$ cat src/hw/rtl/apbfs_pkg.sv
// Shared types and constants for the all-pairs hop-distance unit.
// No dependencies; used by the interfaces, controller, datapath and top level.
package apbfs_pkg;

  localparam int CMD_W  = 2;
  localparam int VTX_W  = 6;
  localparam int DIST_W = 7;
  localparam int CNT_W  = 7;

  typedef enum logic [CMD_W-1:0] {
    CMD_ADD_EDGE = 2'd0,
    CMD_CLEAR    = 2'd1,
    CMD_COMPUTE  = 2'd2,
    CMD_READ     = 2'd3
  } cmd_code_t;

  localparam logic [DIST_W-1:0] DIST_UNREACHED = 7'h7F;
  localparam logic [DIST_W-1:0] DIST_ZERO      = 7'h00;
  localparam logic [CNT_W-1:0]  VCOUNT_RESET   = 7'd64;

  // controller to datapath
  typedef struct packed {
    logic load;
    logic add_wr;
    logic clr_edges;
    logic hclr;
    logic src_init;
    logic scan;
    logic level;
    logic finish;
  } dp_cmd_t;

  // datapath to controller
  typedef struct packed {
    cmd_code_t cmd;
    logic      in_range;
    logic      sweep_last;
    logic      src_done;
    logic      scan_last;
    logic      reach_zero;
  } dp_sts_t;

endpackage

$ cat src/hw/rtl/apbfs_ctrl.sv
// Sequencer for the all-pairs hop-distance unit: decodes words, runs the
// clear sweep and the per-source level loop. Depends on apbfs_pkg.
module apbfs_ctrl (
  input  logic                clk,
  input  logic                rst_n,
  input  logic                in_valid,
  output logic                in_ready,
  output logic                out_valid,
  input  logic                out_ready,
  input  apbfs_pkg::dp_sts_t  sts,
  output apbfs_pkg::dp_cmd_t  cmd
);
  import apbfs_pkg::*;

  typedef enum logic [2:0] {
    ST_IDLE, ST_DECODE, ST_ADD, ST_HCLR, ST_SRC, ST_SCAN, ST_DRAIN, ST_DONE
  } state_t;

  state_t state_r, state_nxt;
  logic   out_valid_r, out_valid_nxt;

  assign in_ready  = (state_r == ST_IDLE) && !out_valid_r;
  assign out_valid = out_valid_r;

  // next state and datapath commands
  always_comb begin
    state_nxt     = state_r;
    out_valid_nxt = out_valid_r && !out_ready;
    cmd           = '0;
    case (state_r)
      ST_IDLE: begin
        if (in_valid && in_ready) begin
          cmd.load  = 1'b1;
          state_nxt = ST_DECODE;
        end
      end
      ST_DECODE: begin
        case (sts.cmd)
          CMD_ADD_EDGE: state_nxt = sts.in_range ? ST_ADD : ST_DONE;
          CMD_CLEAR: begin
            cmd.clr_edges = 1'b1;
            state_nxt     = ST_DONE;
          end
          CMD_COMPUTE: state_nxt = ST_HCLR;
          default:     state_nxt = ST_DONE;
        endcase
      end
      ST_ADD: begin
        cmd.add_wr = 1'b1;
        state_nxt  = ST_DONE;
      end
      ST_HCLR: begin
        cmd.hclr = 1'b1;
        if (sts.sweep_last) state_nxt = ST_SRC;
      end
      ST_SRC: begin
        if (sts.src_done) begin
          state_nxt = ST_DONE;
        end else begin
          cmd.src_init = 1'b1;
          state_nxt    = ST_SCAN;
        end
      end
      ST_SCAN: begin
        cmd.scan = 1'b1;
        if (sts.scan_last) state_nxt = ST_DRAIN;
      end
      ST_DRAIN: begin
        cmd.level = 1'b1;
        state_nxt = sts.reach_zero ? ST_SRC : ST_SCAN;
      end
      ST_DONE: begin
        cmd.finish    = 1'b1;
        out_valid_nxt = 1'b1;
        state_nxt     = ST_IDLE;
      end
      default: state_nxt = ST_IDLE;
    endcase
  end

  // hold state and result valid
  always_ff @(posedge clk) begin
    if (!rst_n) begin
      state_r     <= ST_IDLE;
      out_valid_r <= 1'b0;
    end else begin
      state_r     <= state_nxt;
      out_valid_r <= out_valid_nxt;
    end
  end
endmodule

$ cat config.mk
export PLATFORM = sky130hd
export DESIGN_NAME = apbfs_ctrl
export DESIGN_NICKNAME = d
export VERILOG_FILES = /design/src/hw/rtl/apbfs_pkg.sv /design/src/hw/rtl/apbfs_ctrl.sv
export SDC_FILE = /design/constraint.sdc
export NUM_CORES = 1
export LEC_CHECK = 0
export ABC_AREA = 1
export BUFFER_PORTS_ARGS = -buffer_cell sky130_fd_sc_hd__clkbuf_2
export CORE_AREA = 2 2 39 41
export CTS_CLUSTER_SIZE = 12
export DETAILED_ROUTE_END_ITERATION = 6
export DIE_AREA = 0 0 41 43
export GPL_TIMING_DRIVEN = 0
export PLACE_DENSITY = 0.68
export SYNTH_ARGS = -nofsm -noshare
export SYNTH_HDL_FRONTEND = slang
export SYNTH_SLANG_ARGS = --single-unit
export TNS_END_PERCENT = 50
$ cat constraint.sdc
create_clock -name clk -period 2.2 [get_ports clk]
set_input_delay 0.22 -clock clk [delete_from_list [all_inputs] [get_ports clk]]
set_output_delay 0.22 -clock clk [all_outputs]
set_load 0.01 [all_outputs]
# [After elaboration in Yosys (flattened, before gate mapping)]
# Cells that the tools add are included.
[totals] wordCells=42 reg_bits=4 output_inout_bits=10 inputBits=11
[op_classes] muxes=20 reduce_logical=8 eq_ne=12
[op_table] op="case mux 3 bit (8 select lines)" count=1
[op_table] op="two-way mux 1 bit" count=13
[op_table] op="== test 3 bit (second input constant)" count=4
[op_table] op="two-way mux 3 bit" count=4
[op_table] op="== test 3 x 2 -> 1 bit (second input constant)" count=2
[op_table] op="case mux 3 bit (2 select lines)" count=1
[op_table] op="inequality test 2 bit (second input constant)" count=2
[op_table] op="== test 3 x 1 -> 1 bit (second input constant)" count=1
[op_table] op="logical AND 1 bit" count=3
[op_table] op="zero test 3 bit" count=1
[op_table] op="AND reduction 3 bit" count=1
[op_table] op="== test 2 x 1 -> 1 bit (second input constant)" count=1
[op_table] op="== test 2 bit (second input constant)" count=1
[op_table] op="zero test 1 bit" count=2
[op_table] op="zero test 2 bit" count=1
[op_table] op="two-way mux 2 bit" count=1
[op_table] op="inequality test 2 x 1 -> 1 bit (second input constant)" count=1

# [Longest topological paths before layout]
[logic_depth] word_depth=5 mapped_depth=8 depth_no_buf=7

# [Least setup slack after synthesis]
# No wires, ideal clock.
[synth_timing] kind="reg2out" start="register state_r[2]" end="output cmd[3] (netlist bit)" n_path_buf=1 required_ns=1.980 path_slack_ns=1.049 path_stages_with_launch=4 arrival_time_ns=0.931 path_cell_list="dfxtp_1 > buf_6 > inv_2 > nor4_1"
[synth_lines] item="start, declared" line_no="apbfs_ctrl.sv:19" rtl="state_t state_r, state_nxt;"
[synth_lines] item="start signal, assigned" line_no="apbfs_ctrl.sv:87" rtl="state_r <= state_nxt;"
[synth_lines] item="end, declared" line_no="apbfs_ctrl.sv:11" rtl="output apbfs_pkg::dp_cmd_t cmd"

==> results.md <==
- Crit path max fanout: 9
- Initial antenna violation count: 0
- Core area: 1380 um^2
- Hold path endpoint: out_valid
- Yosys cell types: 24
- Top delay family on crit path: buffers and inverters
- Post-DP HPWL: 744 um
- Pleak: 0.309 nW
- Clock-pin transition on the worst setup and hold timing paths: 0.04 ns
- Reg2reg setup slack: 1.15 ns
- Class of the worst hold path: primary input to register
- Worst Path Required: 1.98 ns
- Row count: 14
- Drt wl/cell: 9.07 um
- CTS tree: done
- Reg2Reg Depth: 7
- Area Growth Syn to Fin: 33.6%
- Initial core utilization: 0.307
- Min Clock Period, post-route: 1.42 ns
- Htree depth: 1
- CTS max path bufs: 2
- Vias/cell: 4.51
- Io pins: 21
- WP depth: 4
- First DRT Iteration DRCs: 4
- Proportion of layout cells with a drive suffix above 1: 0.488
- Largest stage delay, worst path: 0.31 ns
- R2r endpoint: state_r[1]
- Worst hold path cell count: 2
- Post_cts resized: 0
- Crit Path Class: register to output pin
- Routed Antenna Nets: 0
- Final hold vios: 0
- IO buf count: 20
- Overall track demand over capacity in global routing: 0.119
- Vias in the first global route: 395
- Startpoint Class: register
- Cells after DPL: 99
- Final setup viols: 0
- Die Wd: 41 um
- Post-CTS setup buffer count: 0
- Status: finished clean
- Clock Sinks: 4
- Final Max Tran Viols: 0
- Worst Tran Pin Value: 0.260 ns
- Post-Synthesis Cell Area: 424 um^2
- Pre-antenna DRT Iters: 4
- First-pass GRT wire length: 1460 um
- Via count: 460
- Post-Syn Nets: 74
- RSZ-0062 raised after global routing: false
- Pwr Density: 1100 nW/um^2
- Final RePlAce weighted congestion: 0.804
- Crit share post-route: 0.645
- Ant. Diodes: 0
- Die Y-Extent: 43 um
- R2r startpoint: state_r[2]
- Cell chain of the critical path: buf_6, inv_2, nor4_1, clkbuf_2
- CP arrival: 1.20 ns
- Cts hold-fix bufs: 0
- Sequential fraction of the synthesis area: 0.189
- Yosys warning total: 0
- # Max-Cap Violations: 0
- # DRC: 0
- Fillers: 160
- Worst path slowest cell: dfxtp_1
- Synth Instances: 63
- Global route overflow: 0
- Skew-Pair Late Insertion Delay: 0.24 ns
- Root Buffer: clkbuf_4
- Final Routed Wirelength: 925 um
- WP buf/inv: 3
- TNS Setup: 0 ns
- Slew HR: 0.826
- Final net count: 99
- F_max: 705 MHz
- Skew final: 0.00614 ns
- Largest net degree at the start of global routing: 10
- Syn avg cell area: 6.73 um^2
- Flops & latches, synth: 4
- Cts bufs inserted: 3
- VDD IR max: 548 uV
- Worst Min Path Start: rst_n
- Non-filler instance count after layout: 102
- Die footprint: 1760 um^2
- CP endpoint kind: output pin
placed cells by master, fill, tap and decap left out:
master	instances
inv_1	8
nor2_1	9
nand4_1	1
a21oi_1	4
buf_6	3
o21ai_1	1
nand2_1	8
nor3_1	2
clkbuf_4	3
nor2_2	2
nor3_4	1
nand3_1	3
a21oi_2	1
nor4_1	1
nor2_4	2
o211ai_1	1
dfxtp_1	4
inv_2	2
o21ai_0	1
nor3_2	2
inv_4	1
nand2_2	3
nand3_2	1
nand2_4	1
clkbuf_2	20
o21a_1	1
per-layer routing:
layer / GRT usage / vias up / share of wire
met5: 0 / - / 0
met2: 0.175 / 16 / 0.45
li1: - / 251 / -
met4: 0.0600 / 0 / 0.017
met3: 0.0157 / 2 / 0.064
met1: 0.162 / 191 / 0.47
how the worst max path moves through the flow:
stage               endpoint        from  slack, ns
floorplan             cmd[3]  state_r[2]       1.05
global placement      cmd[7]  state_r[1]       1.04
detailed placement    cmd[7]  state_r[1]       1.04
CTS                   cmd[3]  state_r[2]       0.78
global route          cmd[3]  state_r[2]       0.73
finish                cmd[3]  state_r[2]       0.78
registers in the layout (all words and copies together), names as in the netlist:
| name | flops |
|---|---|
| state_r | 3 |
| out_valid | 1 |
area by class of cell:
class,count,area [um^2],area share
multi-input combinational,45,267,0.470
timing repair buffer,20,100,0.177
sequential,4,80.1,0.141
inverter,11,43.8,0.0773
buffer,3,33.8,0.0596
clock buffer,3,22.5,0.0397
tap,16,20.0,0.0353
synth_stat cells:
library cell | instances | area [um^2]
nor3_2 | 2 | 20.0
dfxtp_1 | 4 | 80.1
nand4_1 | 1 | 6.26
nor4_1 | 1 | 6.26
inv_1 | 8 | 30.0
nand3_2 | 1 | 10.0
o211ai_1 | 1 | 7.51
inv_2 | 2 | 7.51
inv_4 | 1 | 6.26
a21oi_1 | 4 | 20.0
nand2_1 | 8 | 30.0
nor2_1 | 9 | 33.8
nand2_4 | 1 | 11.3
nor2_4 | 2 | 22.5
nor2_2 | 2 | 12.5
nand3_1 | 3 | 15.0
nand2_2 | 3 | 18.8
o21ai_0 | 1 | 5.00
buf_6 | 3 | 33.8
a21oi_2 | 1 | 8.76
o21a_1 | 1 | 7.51
nor3_4 | 1 | 16.3
nor3_1 | 2 | 10.0
o21ai_1 | 1 | 5.00
report_power, final:
| group | leakage, nW | switching, W | internal, W |
|---|---|---|---|
| registers | 0.0330 | 0.00000941 | 0.0000959 |
| clock network | 0.0138 | 0.0000335 | 0.0000612 |
| logic | 0.262 | 0.000259 | 0.000165 |
kinds of logic after synthesis:
family / share of synthesized area
buffers and inverters: 0.183
and+or+nand+nor: 0.501
DFF: 0.189
AOI/OAI and AO/OA: 0.127
through the flow:
step / worst slack (ns) / total power [W] / util / hold slack, ns / area (um^2)
finish: 0.782 / 0.000624 / 0.410 / 0.230 / 567
detailed placement: 1.04 / 0.000532 / 0.393 / 0.484 / 544
global route: 0.730 / 0.000673 / 0.410 / 0.248 / 567
floorplan: 1.05 / 0.000439 / - / 0.338 / 424
CTS: 0.780 / 0.000628 / 0.410 / 0.230 / 567
global placement: 1.04 / 0.000527 / 0.393 / 0.473 / 544
(Power assumes the default switching activity.)
